$ cat config.mk
export PLATFORM = sky130hd
export DESIGN_NAME = mesh_routing_header_parser_unit
export DESIGN_NICKNAME = d
export VERILOG_FILES = /design/src/rtl/core/mrhp_pkg.sv /design/src/rtl/core/mesh_routing_header_parser_unit.sv
export SDC_FILE = /design/constraint.sdc
export NUM_CORES = 1
export LEC_CHECK = 0
export ABC_AREA = 0
export BUFFER_PORTS_ARGS = -buffer_cell sky130_fd_sc_hd__buf_2
export CAP_MARGIN = 0
export CORE_ASPECT_RATIO = 0.5
export CORE_MARGIN = 1
export CORE_UTILIZATION = 53
export CTS_CLUSTER_DIAMETER = 100
export DETAILED_ROUTE_END_ITERATION = 8
export PLACE_DENSITY = 0.77
export SLEW_MARGIN = 30
export SYNTH_ARGS = -nofsm -noshare
export SYNTH_HDL_FRONTEND = slang
export SYNTH_SLANG_ARGS = --single-unit
$ cat constraint.sdc
create_clock -name clk -period 5.8 [get_ports clk]
set_input_delay 0.29 -clock clk [delete_from_list [all_inputs] [get_ports clk]]
set_output_delay 0.29 -clock clk [all_outputs]
set_load 0.1 [all_outputs]
$ cat src/rtl/core/mrhp_pkg.sv
// ----------------------------------------------------------------------------
// mrhp_pkg
// Types, field codes and per-phase tables for the mesh routing header parser.
// ----------------------------------------------------------------------------
`default_nettype none

package mrhp_pkg;

    typedef enum logic [4:0] {
        PH_IDLE    = 5'd0,
        PH_SRC     = 5'd1,
        PH_SEQ     = 5'd2,
        PH_BINT    = 5'd3,
        PH_NCNT    = 5'd4,
        PH_MCNT    = 5'd5,
        PH_NADDR   = 5'd6,
        PH_MADDR   = 5'd7,
        PH_LASTHOP = 5'd8,
        PH_FTTL    = 5'd9,
        PH_DEST    = 5'd10,
        PH_NEXTHOP = 5'd11,
        PH_UTTL    = 5'd12,
        PH_SUBTYPE = 5'd13,
        PH_VALID   = 5'd14,
        PH_LCNT    = 5'd15,
        PH_LADDR   = 5'd16,
        PH_COST    = 5'd17,
        PH_NLEN    = 5'd18,
        PH_NAME    = 5'd19,
        PH_IV      = 5'd20,
        PH_NONCE   = 5'd21,
        PH_DATA    = 5'd22,
        PH_DONE    = 5'd23
    } phase_t;

    typedef logic [4:0] field_code_t;

    localparam field_code_t CODE_TYPE_FLAGS = 5'd0;
    localparam field_code_t CODE_SRC        = 5'd1;
    localparam field_code_t CODE_SEQ        = 5'd2;
    localparam field_code_t CODE_INTERVAL   = 5'd3;
    localparam field_code_t CODE_NCOUNT     = 5'd4;
    localparam field_code_t CODE_MCOUNT     = 5'd5;
    localparam field_code_t CODE_NADDR      = 5'd6;
    localparam field_code_t CODE_MADDR      = 5'd7;
    localparam field_code_t CODE_LASTHOP    = 5'd8;
    localparam field_code_t CODE_TTL        = 5'd9;
    localparam field_code_t CODE_DEST       = 5'd10;
    localparam field_code_t CODE_NEXTHOP    = 5'd11;
    localparam field_code_t CODE_SUBTYPE    = 5'd12;
    localparam field_code_t CODE_VALIDITY   = 5'd13;
    localparam field_code_t CODE_LCOUNT     = 5'd14;
    localparam field_code_t CODE_LADDR      = 5'd15;
    localparam field_code_t CODE_COST       = 5'd16;
    localparam field_code_t CODE_NAME_LEN   = 5'd17;
    localparam field_code_t CODE_NAME_BYTE  = 5'd18;
    localparam field_code_t CODE_IV         = 5'd19;
    localparam field_code_t CODE_NONCE      = 5'd20;
    localparam field_code_t CODE_EMBEDDED   = 5'd21;

    localparam logic [1:0] TYPE_BEACON  = 2'd0;
    localparam logic [1:0] TYPE_FLOOD   = 2'd1;
    localparam logic [1:0] TYPE_UNICAST = 2'd2;
    localparam logic [1:0] TYPE_FLOW    = 2'd3;

    localparam logic [7:0] SUB_TOPO   = 8'h00;
    localparam logic [7:0] SUB_CRYPTO = 8'h63;
    localparam logic [7:0] SUB_DATA   = 8'h62;

    // bytes in the field gathered during a phase
    function automatic logic [3:0] phase_len(input phase_t ph);
        logic [3:0] len;
        unique case (ph)
            PH_SRC, PH_MADDR, PH_NADDR, PH_LASTHOP,
            PH_DEST, PH_NEXTHOP, PH_LADDR:          len = 4'd6;
            PH_SEQ, PH_BINT, PH_COST:               len = 4'd2;
            PH_VALID:                               len = 4'd4;
            PH_IV, PH_NONCE:                        len = 4'd8;
            PH_NCNT, PH_MCNT, PH_FTTL, PH_UTTL, PH_SUBTYPE,
            PH_LCNT, PH_NLEN, PH_NAME, PH_DATA:     len = 4'd1;
            default:                                len = 4'd0;
        endcase
        return len;
    endfunction

    function automatic field_code_t phase_code(input phase_t ph);
        field_code_t code;
        unique case (ph)
            PH_SRC:     code = CODE_SRC;
            PH_SEQ:     code = CODE_SEQ;
            PH_BINT:    code = CODE_INTERVAL;
            PH_NCNT:    code = CODE_NCOUNT;
            PH_MCNT:    code = CODE_MCOUNT;
            PH_NADDR:   code = CODE_NADDR;
            PH_MADDR:   code = CODE_MADDR;
            PH_LASTHOP: code = CODE_LASTHOP;
            PH_FTTL:    code = CODE_TTL;
            PH_DEST:    code = CODE_DEST;
            PH_NEXTHOP: code = CODE_NEXTHOP;
            PH_UTTL:    code = CODE_TTL;
            PH_SUBTYPE: code = CODE_SUBTYPE;
            PH_VALID:   code = CODE_VALIDITY;
            PH_LCNT:    code = CODE_LCOUNT;
            PH_LADDR:   code = CODE_LADDR;
            PH_COST:    code = CODE_COST;
            PH_NLEN:    code = CODE_NAME_LEN;
            PH_NAME:    code = CODE_NAME_BYTE;
            PH_IV:      code = CODE_IV;
            PH_NONCE:   code = CODE_NONCE;
            PH_DATA:    code = CODE_EMBEDDED;
            default:    code = CODE_TYPE_FLAGS;
        endcase
        return code;
    endfunction

endpackage

`default_nettype wire

$ cat src/rtl/core/mesh_routing_header_parser_unit.sv
// ----------------------------------------------------------------------------
// mesh_routing_header_parser_unit
// Byte-serial mesh routing header parser emitting one record per field.
// ----------------------------------------------------------------------------
// Usage
//   Input channel (in_valid/in_ready): one frame byte per transfer, with
//   start_of_packet high on the first byte of each frame. A start byte always
//   restarts the parser, even in mid-frame.
//   Output channel (out_valid/out_ready): one record per completed field,
//   carrying field_code, the big-endian field_value, element_index inside a
//   counted list or name, the frame_type of the current frame and frame_done
//   on the last decodable field.
//   Timing: a record appears in the cycle after the transfer of the last byte
//   of its field. Bytes in the middle of a field, before any start, or after
//   the end of the decodable part produce no record.
//   Throughput: one byte per cycle while no record is stalled on out_ready,
//   set by the single byte-wide phase update that feeds the output register.
//   Stall: in_ready follows the output register; while a record waits on
//   out_ready the next byte is held off, and taking a record frees the slot
//   in the same cycle.
//   Reset: the parser goes idle and ignores bytes until a start byte; the
//   output register is emptied.
// ----------------------------------------------------------------------------
`default_nettype none

module mesh_routing_header_parser_unit (
    input  wire logic        clk,
    input  wire logic        rst_n,
    input  wire logic        in_valid,
    output logic             in_ready,
    input  wire logic [7:0]  data_byte,
    input  wire logic        start_of_packet,
    output logic             out_valid,
    input  wire logic        out_ready,
    output logic [4:0]       field_code,
    output logic [63:0]      field_value,
    output logic [7:0]       element_index,
    output logic [1:0]       frame_type,
    output logic             frame_done
);

    mrhp_pkg::phase_t phase_reg, phase_next;
    logic [2:0]  cnt_reg, cnt_next;
    logic [63:0] acc_reg, acc_next;
    logic [7:0]  rem_reg, rem_next;
    logic [7:0]  second_reg, second_next;
    logic [7:0]  pos_reg, pos_next;
    logic [1:0]  ftype_reg, ftype_next;

    logic        out_valid_reg, out_valid_next;
    logic [4:0]  code_reg;
    logic [63:0] value_reg;
    logic [7:0]  index_reg;
    logic [1:0]  type_reg;
    logic        done_reg;

    logic        in_fire;
    logic        emit;
    logic [4:0]  emit_code;
    logic [63:0] emit_value;
    logic [7:0]  emit_index;
    logic [1:0]  emit_type;
    logic        emit_done;
    logic [63:0] acc_shift;
    logic [3:0]  cnt_plus;
    logic [7:0]  rem_dec;

    assign in_ready = !out_valid_reg || out_ready;
    assign in_fire  = in_valid && in_ready;

    assign acc_shift = {acc_reg[55:0], data_byte};
    assign cnt_plus  = {1'b0, cnt_reg} + 4'd1;
    assign rem_dec   = rem_reg - 8'd1;

    always_comb
    begin
        phase_next  = phase_reg;
        cnt_next    = cnt_reg;
        acc_next    = acc_reg;
        rem_next    = rem_reg;
        second_next = second_reg;
        pos_next    = pos_reg;
        ftype_next  = ftype_reg;
        emit        = 1'b0;
        emit_code   = mrhp_pkg::CODE_TYPE_FLAGS;
        emit_value  = acc_shift;
        emit_index  = 8'd0;
        emit_type   = ftype_reg;
        emit_done   = 1'b0;

        if (in_fire)
        begin
            if (start_of_packet)
            begin
                ftype_next  = data_byte[1:0];
                phase_next  = mrhp_pkg::PH_SRC;
                cnt_next    = 3'd0;
                acc_next    = 64'd0;
                rem_next    = 8'd0;
                second_next = 8'd0;
                pos_next    = 8'd0;
                emit        = 1'b1;
                emit_code   = mrhp_pkg::CODE_TYPE_FLAGS;
                emit_value  = {56'd0, data_byte};
                emit_type   = data_byte[1:0];
            end
            else if (phase_reg == mrhp_pkg::PH_IDLE || phase_reg == mrhp_pkg::PH_DONE)
            begin
                // outside a frame: byte dropped
            end
            else if (phase_reg == mrhp_pkg::PH_DATA)
            begin
                emit       = 1'b1;
                emit_code  = mrhp_pkg::CODE_EMBEDDED;
                emit_value = {56'd0, data_byte};
            end
            else if (cnt_plus < mrhp_pkg::phase_len(phase_reg))
            begin
                acc_next = acc_shift;
                cnt_next = cnt_reg + 3'd1;
            end
            else
            begin
                acc_next  = 64'd0;
                cnt_next  = 3'd0;
                emit      = 1'b1;
                emit_code = mrhp_pkg::phase_code(phase_reg);
                unique case (phase_reg)
                    mrhp_pkg::PH_SRC:     phase_next = mrhp_pkg::PH_SEQ;
                    mrhp_pkg::PH_SEQ:
                    begin
                        if (ftype_reg == mrhp_pkg::TYPE_BEACON)
                            phase_next = mrhp_pkg::PH_BINT;
                        else if (ftype_reg == mrhp_pkg::TYPE_FLOOD)
                            phase_next = mrhp_pkg::PH_LASTHOP;
                        else if (ftype_reg == mrhp_pkg::TYPE_UNICAST)
                            phase_next = mrhp_pkg::PH_DEST;
                        else
                        begin
                            phase_next = mrhp_pkg::PH_DONE;
                            emit_done  = 1'b1;
                        end
                    end
                    mrhp_pkg::PH_BINT:    phase_next = mrhp_pkg::PH_NCNT;
                    mrhp_pkg::PH_NCNT:
                    begin
                        rem_next   = acc_shift[7:0];
                        phase_next = mrhp_pkg::PH_MCNT;
                    end
                    mrhp_pkg::PH_MCNT:
                    begin
                        second_next = acc_shift[7:0];
                        pos_next    = 8'd0;
                        if (rem_reg != 8'd0)
                            phase_next = mrhp_pkg::PH_NADDR;
                        else if (acc_shift[7:0] != 8'd0)
                        begin
                            rem_next   = acc_shift[7:0];
                            phase_next = mrhp_pkg::PH_MADDR;
                        end
                        else
                        begin
                            phase_next = mrhp_pkg::PH_DONE;
                            emit_done  = 1'b1;
                        end
                    end
                    mrhp_pkg::PH_NADDR, mrhp_pkg::PH_MADDR:
                    begin
                        emit_index = pos_reg;
                        pos_next   = pos_reg + 8'd1;
                        rem_next   = rem_dec;
                        if (rem_dec == 8'd0)
                        begin
                            // first list exhausted: move on to the relay list
                            if (phase_reg == mrhp_pkg::PH_NADDR && second_reg != 8'd0)
                            begin
                                rem_next   = second_reg;
                                pos_next   = 8'd0;
                                phase_next = mrhp_pkg::PH_MADDR;
                            end
                            else
                            begin
                                phase_next = mrhp_pkg::PH_DONE;
                                emit_done  = 1'b1;
                            end
                        end
                    end
                    mrhp_pkg::PH_LASTHOP: phase_next = mrhp_pkg::PH_FTTL;
                    mrhp_pkg::PH_FTTL:    phase_next = mrhp_pkg::PH_SUBTYPE;
                    mrhp_pkg::PH_DEST:    phase_next = mrhp_pkg::PH_NEXTHOP;
                    mrhp_pkg::PH_NEXTHOP: phase_next = mrhp_pkg::PH_UTTL;
                    mrhp_pkg::PH_UTTL:    phase_next = mrhp_pkg::PH_SUBTYPE;
                    mrhp_pkg::PH_SUBTYPE:
                    begin
                        if (acc_shift[7:0] == mrhp_pkg::SUB_TOPO)
                            phase_next = mrhp_pkg::PH_VALID;
                        else if (acc_shift[7:0] == mrhp_pkg::SUB_CRYPTO)
                            phase_next = mrhp_pkg::PH_IV;
                        else if (acc_shift[7:0] == mrhp_pkg::SUB_DATA)
                            phase_next = mrhp_pkg::PH_DATA;
                        else
                        begin
                            phase_next = mrhp_pkg::PH_DONE;
                            emit_done  = 1'b1;
                        end
                    end
                    mrhp_pkg::PH_VALID:   phase_next = mrhp_pkg::PH_LCNT;
                    mrhp_pkg::PH_LCNT:
                    begin
                        rem_next   = acc_shift[7:0];
                        pos_next   = 8'd0;
                        phase_next = (acc_shift[7:0] != 8'd0) ? mrhp_pkg::PH_LADDR
                                                              : mrhp_pkg::PH_NLEN;
                    end
                    mrhp_pkg::PH_LADDR:
                    begin
                        emit_index = pos_reg;
                        phase_next = mrhp_pkg::PH_COST;
                    end
                    mrhp_pkg::PH_COST:
                    begin
                        emit_index = pos_reg;
                        pos_next   = pos_reg + 8'd1;
                        rem_next   = rem_dec;
                        phase_next = (rem_dec == 8'd0) ? mrhp_pkg::PH_NLEN
                                                       : mrhp_pkg::PH_LADDR;
                    end
                    mrhp_pkg::PH_NLEN:
                    begin
                        rem_next = acc_shift[7:0];
                        pos_next = 8'd0;
                        if (acc_shift[7:0] != 8'd0)
                            phase_next = mrhp_pkg::PH_NAME;
                        else
                        begin
                            phase_next = mrhp_pkg::PH_DONE;
                            emit_done  = 1'b1;
                        end
                    end
                    mrhp_pkg::PH_NAME:
                    begin
                        emit_index = pos_reg;
                        pos_next   = pos_reg + 8'd1;
                        rem_next   = rem_dec;
                        if (rem_dec == 8'd0)
                        begin
                            phase_next = mrhp_pkg::PH_DONE;
                            emit_done  = 1'b1;
                        end
                    end
                    mrhp_pkg::PH_IV:      phase_next = mrhp_pkg::PH_NONCE;
                    mrhp_pkg::PH_NONCE:
                    begin
                        phase_next = mrhp_pkg::PH_DONE;
                        emit_done  = 1'b1;
                    end
                    default:              phase_next = mrhp_pkg::PH_DONE;
                endcase
            end
        end
    end

    always_comb
    begin
        if (emit)
            out_valid_next = 1'b1;
        else if (out_ready)
            out_valid_next = 1'b0;
        else
            out_valid_next = out_valid_reg;
    end

    always_ff @(posedge clk or negedge rst_n)
    begin
        if (!rst_n)
        begin
            phase_reg     <= mrhp_pkg::PH_IDLE;
            cnt_reg       <= 3'd0;
            acc_reg       <= 64'd0;
            rem_reg       <= 8'd0;
            second_reg    <= 8'd0;
            pos_reg       <= 8'd0;
            ftype_reg     <= 2'd0;
            out_valid_reg <= 1'b0;
        end
        else
        begin
            phase_reg     <= phase_next;
            cnt_reg       <= cnt_next;
            acc_reg       <= acc_next;
            rem_reg       <= rem_next;
            second_reg    <= second_next;
            pos_reg       <= pos_next;
            ftype_reg     <= ftype_next;
            out_valid_reg <= out_valid_next;
        end
    end

    // result payload, loaded only when a record is produced
    always_ff @(posedge clk)
    begin
        if (emit)
        begin
            code_reg  <= emit_code;
            value_reg <= emit_value;
            index_reg <= emit_index;
            type_reg  <= emit_type;
            done_reg  <= emit_done;
        end
    end

    assign out_valid     = out_valid_reg;
    assign field_code    = code_reg;
    assign field_value   = value_reg;
    assign element_index = index_reg;
    assign frame_type    = type_reg;
    assign frame_done    = done_reg;

endmodule

`default_nettype wire

* After elaboration in Yosys (flattened, before gate mapping) *
Memory sizes are Yosys's and may differ from the RTL's.
Index checks and enable logic that the tools add are counted.

cells by class
  $add $sub $neg = 4
  multipliers = 0
  div/mod/pow operators = 0
  $lt $le $gt $ge = 1
  equality and inequality tests = 34
  shift operators = 0
  multiplexer cells = 79
  bitwise operators = 2
  reductions and logical operators = 30

operators by type and width
  kind                                                                 number
  64-bit two-way mux                                                   4
  56-bit two-way mux                                                   4
  8-bit two-way mux                                                    19
  5-bit case mux with 18 select lines                                  1
  5-bit two-way mux                                                    15
  5-bit by 4-bit == test with 1-bit output (second input constant)     8
  5-bit == test (second input constant)                                8
  8-bit case mux with 4 select lines                                   1
  8-bit case mux with 3 select lines                                   1
  8-bit nonzero test                                                   3
  5-bit by 3-bit == test with 1-bit output (second input constant)     4
  1-bit two-way mux                                                    19
  8-bit by 7-bit == test with 1-bit output (second input constant)     2
  8-bit logical NOT                                                    2
  4-bit two-way mux                                                    4
  3-bit two-way mux                                                    5
  3-bit inequality test (second input constant)                        4
  5-bit by 2-bit == test with 1-bit output (second input constant)     2
  2-bit two-way mux                                                    5
  5-bit AND reduction                                                  2
  5-bit OR reduction                                                   2
  3-bit OR reduction                                                   3
  8-bit by 1-bit adder with 8-bit output (second input constant)       1
  8-bit by 1-bit subtractor with 8-bit output (second input constant)  1
  22 further kinds                                                     30

word-level totals
  register bits after elaboration = 171
  latch bits = 0
  RAM bits = 0
  bits in read-only memories = 288
  output and inout port bits = 82
  memories kept = 2

memories
  name              words  width  read ports  clocked after Yosys merged registers in  write ports  RTL line        text
  (name not given)  32     5      1           0                                        0            mrhp_pkg.sv:88  unique case (ph)
  (name not given)  32     4      1           0                                        0            mrhp_pkg.sv:73  unique case (ph)

* Depth between registers and ports, before layout *
Gate-level depths: netlist of the first run.

  depth in word-level cells = 12
  mapped depth = 18
  depth with buffers taken out = 13

* Worst setup path after synthesis of the first run *
No wires, ideal clock.

  path type = register to register
  start point = register phase_reg[1]
  end point = register index_reg[0], in the netlist element_index[0] (enable)
  library setup time = 0.519 ns
  arrival time = 5.793 ns
  required time = 5.281 ns
  setup slack = -0.512 ns
  cell stages (with the launch flop) = 16
  period minus slack after synthesis = 6.312 ns
  cell sequence = dfrtp_1 -> inv_1 -> ha_1 -> clkbuf_1 -> nand2_1 -> o21ai_0 -> nor2_1 -> a21oi_1 -> a21oi_1 -> ha_1 -> nand3_1 -> a31o_2 -> buf_2 -> a31oi_1 -> nor2_1 -> nor2_1

on the way
  longest elaborated chain between the ends = 11
  elaborated cells on any way between the ends = 15

ends and longest elaborated chain
  element                   RTL line                                text
  start: declaration        mesh_routing_header_parser_unit.sv:42   mrhp_pkg::phase_t phase_reg, phase_next;
  start signal: assignment  mesh_routing_header_parser_unit.sv:277  phase_reg <= mrhp_pkg::PH_IDLE;
  start signal: assignment  mesh_routing_header_parser_unit.sv:288  phase_reg <= phase_next;
  memory 32 x 4 bit         -
  4-bit two-way mux         mesh_routing_header_parser_unit.sv:111  else if (phase_reg == mrhp_pkg::PH_DATA)
  4-bit two-way mux         mesh_routing_header_parser_unit.sv:107  else if (phase_reg == mrhp_pkg::PH_IDLE || phase_reg == mrhp_pkg::PH_DONE)
  4-bit two-way mux         mesh_routing_header_parser_unit.sv:93   if (start_of_packet)
  4-bit two-way mux         mesh_routing_header_parser_unit.sv:91   if (in_fire)
  4-bit < comparator        mesh_routing_header_parser_unit.sv:117  else if (cnt_plus < mrhp_pkg::phase_len(phase_reg))
  1-bit two-way mux         mesh_routing_header_parser_unit.sv:117
  1-bit two-way mux         mesh_routing_header_parser_unit.sv:111
  1-bit two-way mux *       mesh_routing_header_parser_unit.sv:107
  1-bit two-way mux *       mesh_routing_header_parser_unit.sv:93
  1-bit two-way mux *       mesh_routing_header_parser_unit.sv:91
  via emit                  mesh_routing_header_parser_unit.sv:58   logic emit;
  end signal: assignment    mesh_routing_header_parser_unit.sv:306  index_reg <= emit_index;
  end: declaration          mesh_routing_header_parser_unit.sv:53   logic [7:0] index_reg;

Mark *: on every way through the listed nets, which the timed path passes. The rest lies on a longest branch. The select of a mux whose other input is x is not followed.
A chain may end at the register's enable or synchronous reset.

* Final worst setup path of the first run *
  start point = register phase_reg[0]
  end point = register acc_reg[34]

on the way
  longest elaborated chain between the ends = 10
  elaborated cells on any way between the ends = 17

ends and longest elaborated chain
  element                 RTL line                                text
  memory 32 x 4 bit       -
  4-bit two-way mux       mesh_routing_header_parser_unit.sv:111
  4-bit two-way mux       mesh_routing_header_parser_unit.sv:107
  4-bit two-way mux       mesh_routing_header_parser_unit.sv:93
  4-bit two-way mux       mesh_routing_header_parser_unit.sv:91
  4-bit < comparator      mesh_routing_header_parser_unit.sv:117
  56-bit two-way mux      mesh_routing_header_parser_unit.sv:117
  56-bit two-way mux      mesh_routing_header_parser_unit.sv:111
  56-bit two-way mux      mesh_routing_header_parser_unit.sv:107
  56-bit two-way mux      mesh_routing_header_parser_unit.sv:93
  end signal: assignment  mesh_routing_header_parser_unit.sv:290  acc_reg <= acc_next;
  end: declaration        mesh_routing_header_parser_unit.sv:44   logic [63:0] acc_reg, acc_next;

Several ways; a longest one is shown, not always the timed one. The select of a mux whose other input is x is not followed.

==> flow_summary.toml, run 1 <==
[sta]
hold_viol = 0
rsz0062_at_grt = "no"
slew_headroom_pct = 44.4
setup_viol_count_final = 0
setup_tns_ns = 0
final_min_period_over_clock_period_pct = 71.3
tightest_slew_ns = 0.833
maxSlewViolCount = 0
fin_worst_skew_ns = 0.0109
max_clock_freq_ghz = 0.242
period_needed_ns = 4.13

[cts]
cts_tree = "done"
ctsResizeCount = 0
clockBufferDepth = 2
cts_sinks = 171
cts_max_level = 4
cts_buf_count = 17
clk_pin_slew_worst_paths_ns = 0.07
insertion_delay_ns = 0.43
clockRootBuffer = "clkbuf_16"

[routing]
postRouteAntennaNets = 0
drt_iter0_drc = 642
detail_route.first_pass.iterations = 7
routed_wire_per_std_cell_um = 19.7
vias_per_cell = 6.04
postRouteWirelength_um = 19100
vias = 5832
drt_drc_violations_left = 0

[logic_synthesis]
synthMostInstantiatedCell = "dfrtp_1"
seq_area_frac_synth_pct = 59.0
netlist_area_before_placement_um2 = 7930
ys_ff_latch = 171
ys.flop_type = "dfrtp_1"
synth-edff-count = 80
syn_inst = 669
list_of_most_frequent_post_synthesis_cells = "91 x dfrtp_1, 80 x edfxtp_1, 65 x a22o_1, 60 x nor2b_1, 38 x nor2_1"
synth_cell_type_count = 66
post_synth_main_area_contributors = "edfxtp_1 30%, dfrtp_1 29%, a22o_1 7.2%, nor2b_1 4.7%, ha_1 2.7%"
syn-mean-instance-area_um2 = 11.9
synthArstFlopShare_pct = 53.2
synth_fp_nets = 699
ys_warnings = 0
yosys.area.top_type = "edfxtp_1"
synth_top_cell_area_share_pct = 30.3

[floorplan]
num_io_pins = 95
start_util_pct = 54.5
core_area_um2 = 14500
rows = 31
fp.dieH_um = 88.5
die-width_um = 175
die-area_um2 = 15500

[cells_and_area]
areaGrowthSynthToFinish_pct = 17.2
fillerInstances = 1124
design.final.nets = 784
stdcell_count = 965
final_layout_size_suffix_gt1_share_pct = 21.5
diodes = 0
multi_input_comb_area_um2 = 3060
largest_reg_flops = 64
sequential_cell_area_um2 = 4680

[critical_path]
worst-setup-path-type = "reg2reg"
reg2regPathDepth = 12
critPathRequiredTime_ns = 6.15
cp-end-kind = "flip-flop"
worst-endpoint-arrival_ns = 4.49
timing.critical_path.from_type = "flip-flop"
critical_path.max_fanout = 58

[status]
run_status = "finished clean"

[global_routing]
gr-total-overflow = 0
grt_antenna_before_repair = 0
groute.usage.overall_pct = 25.6
via_count_of_the_first_global_routing_pass = 5368
grt_pass1_wl_um = 30200
grt_start_max_net_pins = 81

[min_path]
number_of_stages_on_the_worst_hold_path = 1
hp-class = "in2reg"

[flow_run]
cap_viol_max_count = 0

[placed_design]
placer_congestion = 0.893
detailedPlacementHpwl_um = 12500
io_buffer_count = 94
place_inst = 932
[cell usage in the layout, fill, tap and decap left out, drive strengths merged, types with 6 or more instances in the layout]
cell,instances
nor3,10
nor2,38
o21ai,17
inv,24
clkbuf,21
buf,106
dfrtp,91
a21oi,26
nand2,27
o211ai,6
mux2,12
ha,17
edfxtp,80
a22o,65
nand3,29
a21o,7
and2,11
nand4,7
nor2b,60
o22ai,7
nor4,8
a31oi,13
nand2b,8
[cell type report]
type | count | area share, %
flip-flops and latches | 171 | 50.3
inverters | 18 | 0.727
repair buffers | 107 | 6.68
multi-input cells | 439 | 32.9
well taps | 198 | 2.66
clock inverters | 11 | 1.62
clock buffers | 21 | 5.07
[final timing paths]
| kind | from | to | slack [ns] |
|---|---|---|---|
| setup / recovery | phase_reg[0] | acc_reg[34] | 1.67 |
| hold / removal | data_byte[7] | field_value[7] | 0.15 |
| setup reg to reg | phase_reg[0] | acc_reg[34] | 1.67 |
| hold reg to reg | acc_reg[51] | acc_reg[51] | 0.50 |
| max in group asynchronous | rst_n | cnt_reg[0] | 4.58 |
| min in group asynchronous | rst_n | acc_reg[30] | 0.29 |
[repair_timing]
action                    CTS  global route
hold endpoints to repair   24             0
hold buffers                1             0
setup buffers               0             0
[kinds of logic (layout without fill, tap and decap cells)]
logic type / count (synthesis) / in the layout / share of synthesized area, %
adder cells (fa/ha/maj): 17 / 17 / 2.68
buffers and inverters: 59 / 157 / 2.92
flip-flops: 171 / 171 / 59.0
XOR/XNOR: 7 / 7 / 0.773
AND/OR/NAND/NOR: 213 / 213 / 14.6
AO/OA/AOI/OAI: 186 / 186 / 17.8
multiplexers: 16 / 16 / 2.21
[layer usage]
layer | vias up | GRT usage [%] | wire (µm)
li1 | 2697 | - | -
met1 | 2852 | 37.5 | 8730
met2 | 245 | 38.6 | 8640
met3 | 38 | 4.98 | 1340
met4 | 0 | 8.93 | 347
met5 | - | 0 | 0
[worst max-delay path, stage by stage (launching register included)]
cell	delay [ns]
dfrtp_1	0.49
inv_1	0.17
ha_1	0.59
mux2i_1	0.18
nor2_1	0.13
a21oi_1	0.07
ha_1	0.32
a21o_1	0.18
a21oi_1	0.67
nand2_1	0.32
nor2_4	0.16
buf_4	0.48
a22o_1	0.27
[through the flow]
stage | util [%] | hold WS (ns) | setup WS [ns] | cell area [µm²]
after floorplan | - | -0.00559 | 0.829 | 7930
after global placement | 59.1 | 0.202 | 1.86 | 8590
after detailed placement | 59.5 | 0.201 | 1.80 | 8650
after CTS | 63.8 | 0.126 | 1.77 | 9280
after global routing | 63.9 | 0.126 | 1.36 | 9300
final | 63.9 | 0.149 | 1.67 | 9300
Power of run 1 is not shown: default switching activity piles up to over one toggle a cycle in this logic, so the estimate is an artifact.
==> run 2: changes to the inputs <==
Settings changed: ABC_AREA 0 to 1, CORE_UTILIZATION 53 to 55, PLACE_DENSITY 0.77 to 0.76.
Clock period 5.8 ns to 4.3 ns, I/O delays scaled along.
==> flow_summary.toml, run 2 <==
[cts]
clk_pin_slew_worst_paths_ns = 0.08
cts_tree = "done"
cts_sinks = 171
clockRootBuffer = "clkbuf_16"
cts_setup_buffers = 0
cts_buf_count = 17
insertion_delay_ns = 0.44
clockBufferDepth = 2
cts_max_level = 4

[floorplan]
num_io_pins = 95
rows = 31
core_area_um2 = 14800
fp.dieH_um = 89.8
die-area_um2 = 16000
start_util_pct = 57.4
die-width_um = 178

[routing]
vias = 6870
drt_drc_violations_left = 0
drt_iter0_drc = 924
postRouteAntennaNets = 0
postRouteWirelength_um = 21300
vias_per_cell = 5.35
detail_route.first_pass.iterations = 6
routed_wire_per_std_cell_um = 16.5

[placed_design]
post_dp_cell_area_um2 = 9080
io_buffer_count = 94
detailedPlacementHpwl_um = 14200
placer_congestion = 0.890

[sta]
max_clock_freq_ghz = 0.303
setup_tns_ns = 0
maxSlewViolCount = 0
period_needed_ns = 3.30
hold_viol = 0
tightest_slew_ns = 0.777
rsz0062_at_grt = "no"
slew_headroom_pct = 48.2
fin_worst_skew_ns = 0.0128
setup_viol_count_final = 0
final_min_period_over_clock_period_pct = 76.8

[cells_and_area]
final_common_cell = "nand2_1"
areaGrowthSynthToFinish_pct = 14.2
diodes = 0
finish.instance_area_um2 = 9690
largest_reg_flops = 64
mostFrequentLayoutCells = "334 x nand2_1, 130 x inv_1, 93 x buf_2"
final_layout_size_suffix_gt1_share_pct = 15.4
fillerInstances = 1209
design.final.nets = 1104

[global_routing]
grt_antenna_before_repair = 0
grt_pass1_wl_um = 34200
gr-total-overflow = 0
groute.usage.overall_pct = 28.2
via_count_of_the_first_global_routing_pass = 6595
grt_start_max_net_pins = 59

[logic_synthesis]
seq_area_frac_synth_pct = 55.2
list_of_most_frequent_post_synthesis_cells = "335 x nand2_1, 130 x inv_1, 91 x dfrtp_1, 80 x edfxtp_1, 70 x o21ai_0"
synthMostInstantiatedCell = "nand2_1"
synth_top_cell_area_share_pct = 28.3
synth_fp_nets = 1018
synth-edff-count = 80
syn-mean-instance-area_um2 = 8.59
yosys.area.top_type = "edfxtp_1"
syn_inst = 988
post_synth_main_area_contributors = "edfxtp_1 28%, dfrtp_1 27%, nand2_1 15%, inv_1 5.8%, o21ai_0 4.1%"
netlist_area_before_placement_um2 = 8480
ys_ff_latch = 171
synthArstFlopShare_pct = 53.2
ys.flop_type = "dfrtp_1"
synth_cell_type_count = 43
ys_warnings = 0

[critical_path]
timing.critical_path.slowest_cell_delay_ns = 0.48
r2r-start = "phase_reg[0]"
critPathRequiredTime_ns = 4.64
family_with_the_most_delay_on_the_worst_path = "buffers and inverters"
cp-end-kind = "flip-flop"
worst-setup-path-type = "reg2reg"
path_buf_inv = 4
worst_path_max_delay_cell = "dfrtp_1"
crit_chain = "inv_1 -> ha_1 -> nand2_1 -> nor2_2 -> inv_1 -> nand3_2 -> nand2_4 -> inv_2 -> buf_4 -> nand2_1 -> o21ai_0"
timing.critical_path.from_type = "flip-flop"
reg2reg_setup_slack_ns = 1.0
critical_path.max_fanout = 54
reg2regPathDepth = 11
worst-endpoint-arrival_ns = 3.64
worstReg2RegEnd = "acc_reg[40]"

[min_path]
whs_endpoint = "field_value[3]"
hp-class = "in2reg"
number_of_stages_on_the_worst_hold_path = 1
holdCritStartpoint = "data_byte[3]"

[flow_run]
cap_viol_max_count = 0

[status]
run_status = "finished clean"
## run 2: worst max-delay path by stage
stage                             endpoint  cells after the start          from  slack [ns]
after CTS                      acc_reg[38]                     11  phase_reg[0]        1.01
after global placement         acc_reg[53]                     11  phase_reg[0]        1.09
after detailed placement       acc_reg[38]                     11  phase_reg[0]        1.05
after global routing            acc_reg[9]                     11  phase_reg[0]        0.72
final                          acc_reg[40]                     11  phase_reg[0]         1.0
after floorplan           element_index[0]                      8     out_valid        0.48
## run 2: per-stage QoR
stage / instances / worst slack [ns] / hold slack [ns] / util, %
final: 1285 / 0.998 / 0.0943 / 65.6
after global routing: 1285 / 0.721 / 0.0755 / 65.6
after CTS: 1285 / 1.01 / 0.0706 / 65.6
after detailed placement: 1252 / 1.05 / 0.352 / 61.5
after global placement: 1252 / 1.09 / 0.334 / 61.5
after floorplan: 988 / 0.485 / -0.0806 / -
## run 2: per-layer routing
metal	part of all wire (%)	vias to the layer above	GRT usage, %
met4	1.8	0	9.40
met1	44	3263	38.0
li1	-	3322	-
met3	6.3	36	5.33
met5	0	-	0
met2	48	249	45.9
## run 2: what timing repair did
| action | CTS | global route |
|---|---|---|
| endpoints found under the hold margin | 57 | 0 |
| gates resized for setup | 0 | 0 |
| hold buffers | 1 | 0 |
## run 2: logic make-up (layout without fill, tap and decap cells)
family	count (synthesis)	count (layout)	synth area share, %
xor gates and xnor gates	7	7	0.723
and+or+nand+nor	502	502	25.3
DFF	171	171	55.2
adders and majority gates	17	17	2.51
AOI/OAI and AO/OA	122	122	8.07
buffers and inverters	169	268	8.24
## run 2: cell type report
type | instances | area (µm²) | area share (%)
timing repair buffer | 99 | 526 | 5.42
clock buffer | 17 | 425 | 4.39
sequential | 171 | 4680 | 48.3
multi-input combinational | 648 | 3120 | 32.2
clock inverter | 15 | 174 | 1.79
tap | 198 | 248 | 2.56
inverter | 137 | 519 | 5.36
Power of run 2 is left out for the same reason.
